### config.mk
export PLATFORM = sky130hd
export DESIGN_NAME = plbc_rdiv
export DESIGN_NICKNAME = d
export VERILOG_FILES = /design/src/rtl/plbc_pkg.sv /design/src/rtl/plbc_rdiv.sv
export SDC_FILE = /design/constraint.sdc
export NUM_CORES = 2
export LEC_CHECK = 0
export BUFFER_PORTS_ARGS = -buffer_cell sky130_fd_sc_hd__buf_2
export CORE_UTILIZATION = 43
export DETAILED_ROUTE_END_ITERATION = 16
export RECOVER_POWER = 25
export SYNTH_ARGS = -nofsm -noshare
export SYNTH_HDL_FRONTEND = slang
export SYNTH_SLANG_ARGS = --single-unit
### constraint.sdc
create_clock -name i_clk -period 4 [get_ports i_clk]
set_clock_uncertainty 0.05 [all_clocks]
set_input_delay 0 -clock i_clk [delete_from_list [all_inputs] [get_ports i_clk]]
set_output_delay 0 -clock i_clk [all_outputs]
set_load 0.05 [all_outputs]
### src/rtl/plbc_pkg.sv
package plbc_pkg;

    // working width of the crossing arithmetic
    localparam int AW     = 48;
    // cordic datapath
    localparam int CSTEPS = 30;
    localparam int CXW    = 34;

    typedef logic signed [AW-1:0]  t_wide;
    typedef logic signed [CXW-1:0] t_trig;

    // control that travels with one division
    typedef struct packed {
        logic valid;
        logic skip;
    } t_div_ctl;

    localparam t_trig       CORDIC_START = 34'sd652032874;
    localparam t_trig       Q30_ONE      = 34'sd1073741824;
    localparam logic [33:0] PI_Q32       = 34'd13493037705;
    localparam logic [11:0] HALF_TURN    = 12'd2048;

    localparam logic [31:0] ATAN_Q30 [CSTEPS] = '{
        32'd843314857, 32'd497837829, 32'd263043837, 32'd133525159, 32'd67021687,
        32'd33543516,  32'd16775851,  32'd8388437,   32'd4194283,   32'd2097149,
        32'd1048576,   32'd524288,    32'd262144,    32'd131072,    32'd65536,
        32'd32768,     32'd16384,     32'd8192,      32'd4096,      32'd2048,
        32'd1024,      32'd512,       32'd256,       32'd128,       32'd64,
        32'd32,        32'd16,        32'd8,         32'd4,         32'd2
    };

endpackage

### src/rtl/plbc_rdiv.sv
module plbc_rdiv
    import plbc_pkg::*;
#(
    parameter int QB = 10
) (
    input  logic          i_clk,
    input  logic          i_rst_n,
    input  t_div_ctl      i_ctl,
    input  logic [AW-1:0] i_num,
    input  logic [AW-1:0] i_den,
    output t_div_ctl      o_ctl,
    output logic [QB-1:0] o_quo,
    output logic          o_exact
);

    t_div_ctl      r_ctl [QB+1];
    logic [AW-1:0] r_rem [QB+1];
    logic [AW-1:0] r_den [QB+1];
    logic [QB-1:0] r_quo [QB+1];

    // entry stage: quotients beyond the field are dropped
    always_ff @(posedge i_clk) begin
        if (!i_rst_n) begin
            r_ctl[0] <= '0;
        end else begin
            r_ctl[0].valid <= i_ctl.valid;
            r_ctl[0].skip  <= i_ctl.skip || (i_num >= (i_den << QB));
        end
    end

    always_ff @(posedge i_clk) begin
        r_rem[0] <= i_num;
        r_den[0] <= i_den;
        r_quo[0] <= '0;
    end

    for (genvar j = 0; j < QB; j++) begin : g_bit
        localparam int K = QB - 1 - j;
        logic [AW-1:0] n_sh;
        logic          n_ge;

        assign n_sh = r_den[j] << K;
        assign n_ge = r_rem[j] >= n_sh;

        always_ff @(posedge i_clk) begin
            if (!i_rst_n) begin
                r_ctl[j+1] <= '0;
            end else begin
                r_ctl[j+1] <= r_ctl[j];
            end
        end

        always_ff @(posedge i_clk) begin
            r_rem[j+1] <= n_ge ? r_rem[j] - n_sh : r_rem[j];
            r_den[j+1] <= r_den[j];
            r_quo[j+1] <= r_quo[j] | (QB'(n_ge) << K);
        end
    end

    assign o_ctl   = r_ctl[QB];
    assign o_quo   = r_quo[QB];
    assign o_exact = r_rem[QB] == '0;

endmodule

# Yosys cells after proc, flatten, opt, wreduce, memory -nomap -nowiden
# Memory sizes are Yosys's and may differ from the RTL's.
# Cells that the tools add are included.
# word_totals
latch_bits	0
memories	4
ramBits	1188
out_inout_bits	13
regBits	0
mem_bits_ro	0
inputBits	100
wordCells	73
# mem_list
memory	words	word_bits	rd	rd_clocked_by_memory_dff	write_ports	line	rtl
r_den	11	48	10	0	11	plbc_rdiv.sv:18	logic [AW-1:0] r_den [QB+1];
r_rem	11	48	11	0	11	plbc_rdiv.sv:17	logic [AW-1:0] r_rem [QB+1];
r_quo	11	10	11	0	11	plbc_rdiv.sv:19	logic [QB-1:0] r_quo [QB+1];
r_ctl	11	2	11	0	11	plbc_rdiv.sv:16	t_div_ctl r_ctl [QB+1];
# op_classes
shift	0
mul	0
magnitude_cmp	11
muxes	24
n_div	0
bitwise_logic	22
n_addsub	10
n_reduce_logical	2
eq_ne	0
# op_table
cell	n
48-bit greater-or-equal comparator	11
48-bit two-way mux	10
48-bit subtractor	10
48-bit zero test	1
2-bit two-way mux	10
1-bit bitwise OR	12
10-bit by 1-bit bitwise OR with 10-bit output	1
10-bit bitwise OR	1
10-bit by 2-bit bitwise OR with 10-bit output	1
10-bit by 3-bit bitwise OR with 10-bit output	1
10-bit by 4-bit bitwise OR with 10-bit output	1
10-bit by 5-bit bitwise OR with 10-bit output	1
10-bit by 6-bit bitwise OR with 10-bit output	1
10-bit by 7-bit bitwise OR with 10-bit output	1
10-bit by 8-bit bitwise OR with 10-bit output	1
10-bit by 9-bit bitwise OR with 10-bit output	1
1-bit two-way mux	4
1-bit logical OR	1

# Depth between registers and ports, before layout
# depth
ltp_word	3
ltp_mapped	17

# Least setup slack after synthesis
# OpenSTA, ideal clock, no wires.
# synth_path
path_kind	register to register
startpoint	memory r_rem[3][6]
endpoint	memory r_rem[4][45]
t_arrival_ns	3.277
setup_time_ns	0.121
required_time_ns	3.829
path_stages_with_launch	16
path_slack_ns	0.552
path_cell_list	dfxtp_1 inv_1 ha_1 inv_1 fa_1 a211oi_1 o211ai_1 nand3_1 a21oi_1 nor2_1 o21ai_1 a31oi_1 nand2_1 a211oi_2 buf_2 mux2_2
# synth_lines
element	line
start, declared	plbc_rdiv.sv:17

==> flow_summary.yaml <==
power_and_ir_drop:
  pwr-share-clk_pct: 22.0
  switching_power_mw: 20.0
  p_per_area_nw_per_um2: 847
  power.internal_mw: 32.2
  p_sw_share_pct: 38.3
  p_leak_nw: 28.4
  p_seq_share_pct: 29.5
  irDropWorstVdd_uv: 437
  p_comb_share_pct: 48.4
grt:
  grt_pass1_vias: 39900
  grt_pass1_wl_microns: 199000
  grtUsageMet1_pct: 24.5
  grt_util_met2_pct: 33.7
  antenna_found_initial: 0
  met3_usage_pct: 2.76
  grt.overflow.total: 0
  grt_max_degree: 49
  grt_busiest_layer: "met2"
  grt_usage_pct: 19.7
place:
  placed_cell_area_sq_um: 55200
  place_congestion: 0.966
  io_buffers: 112
  post-dp-hpwl_microns: 93000
  dp.cells: 7387
route:
  firstDrtPassIters: 5
  wire_per_inst_microns: 15.6
  via_per_inst: 5.08
  vias: 39700
  ant_nets: 0
  wl_microns: 122000
  drc: 0
  drt_iter0_drc: 1818
worst_setup_path:
  path_buf_inv: 3
  path_depth: 15
  worstSetupPathType: "reg2reg"
  timing.rr.end: "r_rem[9][21]"
  path_cells: "inv_1 > ha_1 > and3_1 > nand2_1 > nor2_1 > a211oi_1 > o31ai_4 > a21oi_2 > o21ai_1 > a31oi_2 > o221ai_1 > buf_4 > a221o_2 > buf_12 > mux2_1"
  endpoint_kind: "flip-flop"
  r2r_setup_slack_ns: 0.16
  worstSetupStartpointType: "flip-flop"
  critPathMaxStageDelay_ns: 0.37
  critPathTopFamily: "compound AO/OA/AOI/OAI gates"
  worstPathMaxFanout: 42
  crit_arrival_ns: 4.37
  rr_worst_depth: 15
  critical_path_required_ns: 4.54
  crit_end: "r_rem[9][21]"
  slowest_stage: "a211oi_1"
  startpoint: "r_den[8][12]"
  r2r-start: "r_den[8][12]"
clock_network:
  cts_tree: "built"
  root_buffer: "clkbuf_16"
  clk_pin_slew_ns: 0.06
  clk-insertion-delay-late_ns: 0.73
  clockBufferDepth: 3
  postCtsSetupBuffers: 0
  cts_made_buffers: 118
  htree_levels: 3
  clkSinkCount: 1085
yosys:
  synthesis.nets: 6290
  syn_avg_cell_area_sq_um: 9.15
  yosysTopAreaCell: "dfxtp_1"
  syn_inst: 5707
  synth_edf_count: 0
  ys_warn_count: 0
  synth_top_area_share_pct: 41.6
  syn_area_sq_um: 52200
  synth_flop_cell: "dfxtp_1"
  ys_seq_elements: 1085
  async_reset_ff_share_pct: 0
  synthDistinctLibCells: 90
  yosysSeqAreaShare_pct: 41.6
  synth.area.top_cells: "dfxtp_1 (42%), ha_1 (11%), a21oi_1 (5.0%)"
floorplan:
  rows: 127
  die_height_microns: 350
  start_util_pct: 43.5
  die_w_microns: 350
  io-pin-count: 113
  die-area_sq_um: 123000
  core_region_area_sq_um: 120000
sta:
  rsz0062_at_grt: "false"
  setup-violations-final: 0
  finalCritPeriodShare_pct: 95.9
  tightest_slew_ns: 0.949
  hold_viol_final: 0
  final-max-slew-violation-count: 0
  fin_crit_ns: 3.84
  max_freq_mhz: 261
  relSlewSlack_pct: 36.1
final_layout:
  nFillCells: 11200
  final_cell_mix: "dfxtp_1 (1,085), inv_1 (576), a21oi_1 (521)"
  multi_input_area_sq_um: 27800
  diodes: 0
  register_area_sq_um: 21700
  stdcell_count: 7809
  drive_gt1_share_pct: 8.60
  layout_commonest_cell: "dfxtp_1"
  fin_area_sq_um: 61500
  syn2layout_area_growth_pct: 17.9
  fin_nets: 6676
run:
  maxCapViolCount: 0
run_status:
  status: "completed"
hold_path:
  min-delay-path-class: "in2reg"
-- synthesized netlist by cell type, types with 18 or more instances --
cell / count
a211oi_1: 40
a21o_1: 227
a21oi_1: 524
a31oi_1: 65
and2_1: 47
and3_1: 39
buf_2: 27
clkbuf_1: 123
dfxtp_1: 1085
ha_1: 473
inv_1: 576
mux2_1: 181
mux2_2: 31
nand2_1: 352
nand2b_1: 42
nand3_1: 82
nand4_1: 97
nor2_1: 334
nor2b_1: 60
nor3_1: 59
nor4_1: 36
o211ai_1: 29
o21a_1: 65
o21ai_0: 263
o21ai_1: 85
o21bai_1: 78
o31ai_1: 23
or3_1: 18
xnor2_1: 236
xor2_1: 149
-- logic make-up after synthesis --
family,count (synthesis),synth area share [%]
flops,1085,41.6
simple gates,1223,11.2
xor+xnor,385,6.46
buf+inv,741,5.44
compound gates,1570,18.8
mux,220,4.73
fa+ha+maj,483,11.7
-- worst reg2reg max path, delay by kind of cell (launching register included) --
| family | cells | cell delay (ns) |
|---|---|---|
| compound gates | 7 | 1.69 |
| mux | 1 | 0.40 |
| simple gates | 3 | 0.45 |
| fa+ha+maj | 1 | 0.35 |
| buf+inv | 3 | 0.43 |
| flops | 1 | 0.34 |
-- final cells by class --
cell class,count,area share (%)
timing repair buffer,427,5.82
tap,1612,3.28
clock buffer,155,5.37
clock inverter,69,1.50
sequential,1085,35.3
multi-input combinational,3881,45.2
inverter,580,3.54
-- power groups by stage --
stage,Sequential (mW),Clock [mW],Combinational [mW]
final,15.4,11.5,25.3
after global routing,15.7,12.3,28.2
after CTS,15.4,11.8,25.1
after detailed placement,15.6,0,24.7
after global placement,15.7,0,24.6
after floorplan,15.0,0,19.0
-- stage by stage --
step	utilization (%)	power [mW]	hold slack [ns]	TNS [ns]	setup WS, ns
4_1_cts	51.1	52.3	0.109	0	0.0250
3_5_place_dp	46.0	40.3	0.0544	-0.623	-0.0437
3_3_place_gp	46.0	40.3	0.0537	-0.727	-0.0580
2_1_floorplan	-	34.0	-0.0223	0	0.552
5_1_grt	51.2	56.2	0.152	0	0.0111
6_report	51.2	52.1	0.167	0	0.164
-- registers in the layout, indices dropped and copies added (netlist names) --
| register | cells |
|---|---|
| r_quo | 55 |
| r_rem | 528 |
| r_den | 480 |
| r_ctl | 22 |
-- how the worst min path moves through the flow --
stage | endpoint | from | slack, ns | depth (start not counted)
3_3_place_gp | r_den[0][40] | i_den[40] | 0.05 | 1
2_1_floorplan | r_den[0][0] | i_den[0] | -0.02 | 0
5_1_grt | r_ctl[0][4] | i_rst_n | 0.15 | 3
3_5_place_dp | r_den[0][42] | i_den[42] | 0.05 | 1
6_report | r_ctl[0][3] | i_rst_n | 0.17 | 3
4_1_cts | r_ctl[1][2] | i_rst_n | 0.11 | 3
-- routing by layer --
| metal | up-vias | wire, microns |
|---|---|---|
| met3 | 312 | 4010 |
| met5 | - | 0 |
| met1 | 17800 | 56100 |
| met2 | 800 | 55600 |
| li1 | 20700 | - |
| met4 | 0 | 5800 |
-- what timing repair did --
| action | CTS | global route |
|---|---|---|
| cloned | 0 | 0 |
| resized for setup | 1 | 19 |
| pin swaps | 0 | 2 |
| endpoints found under the hold margin | 118 | 0 |
| endpoints found under the setup margin | 40 | 161 |
| hold buffers | 198 | 0 |
(Power assumes the default switching activity.)
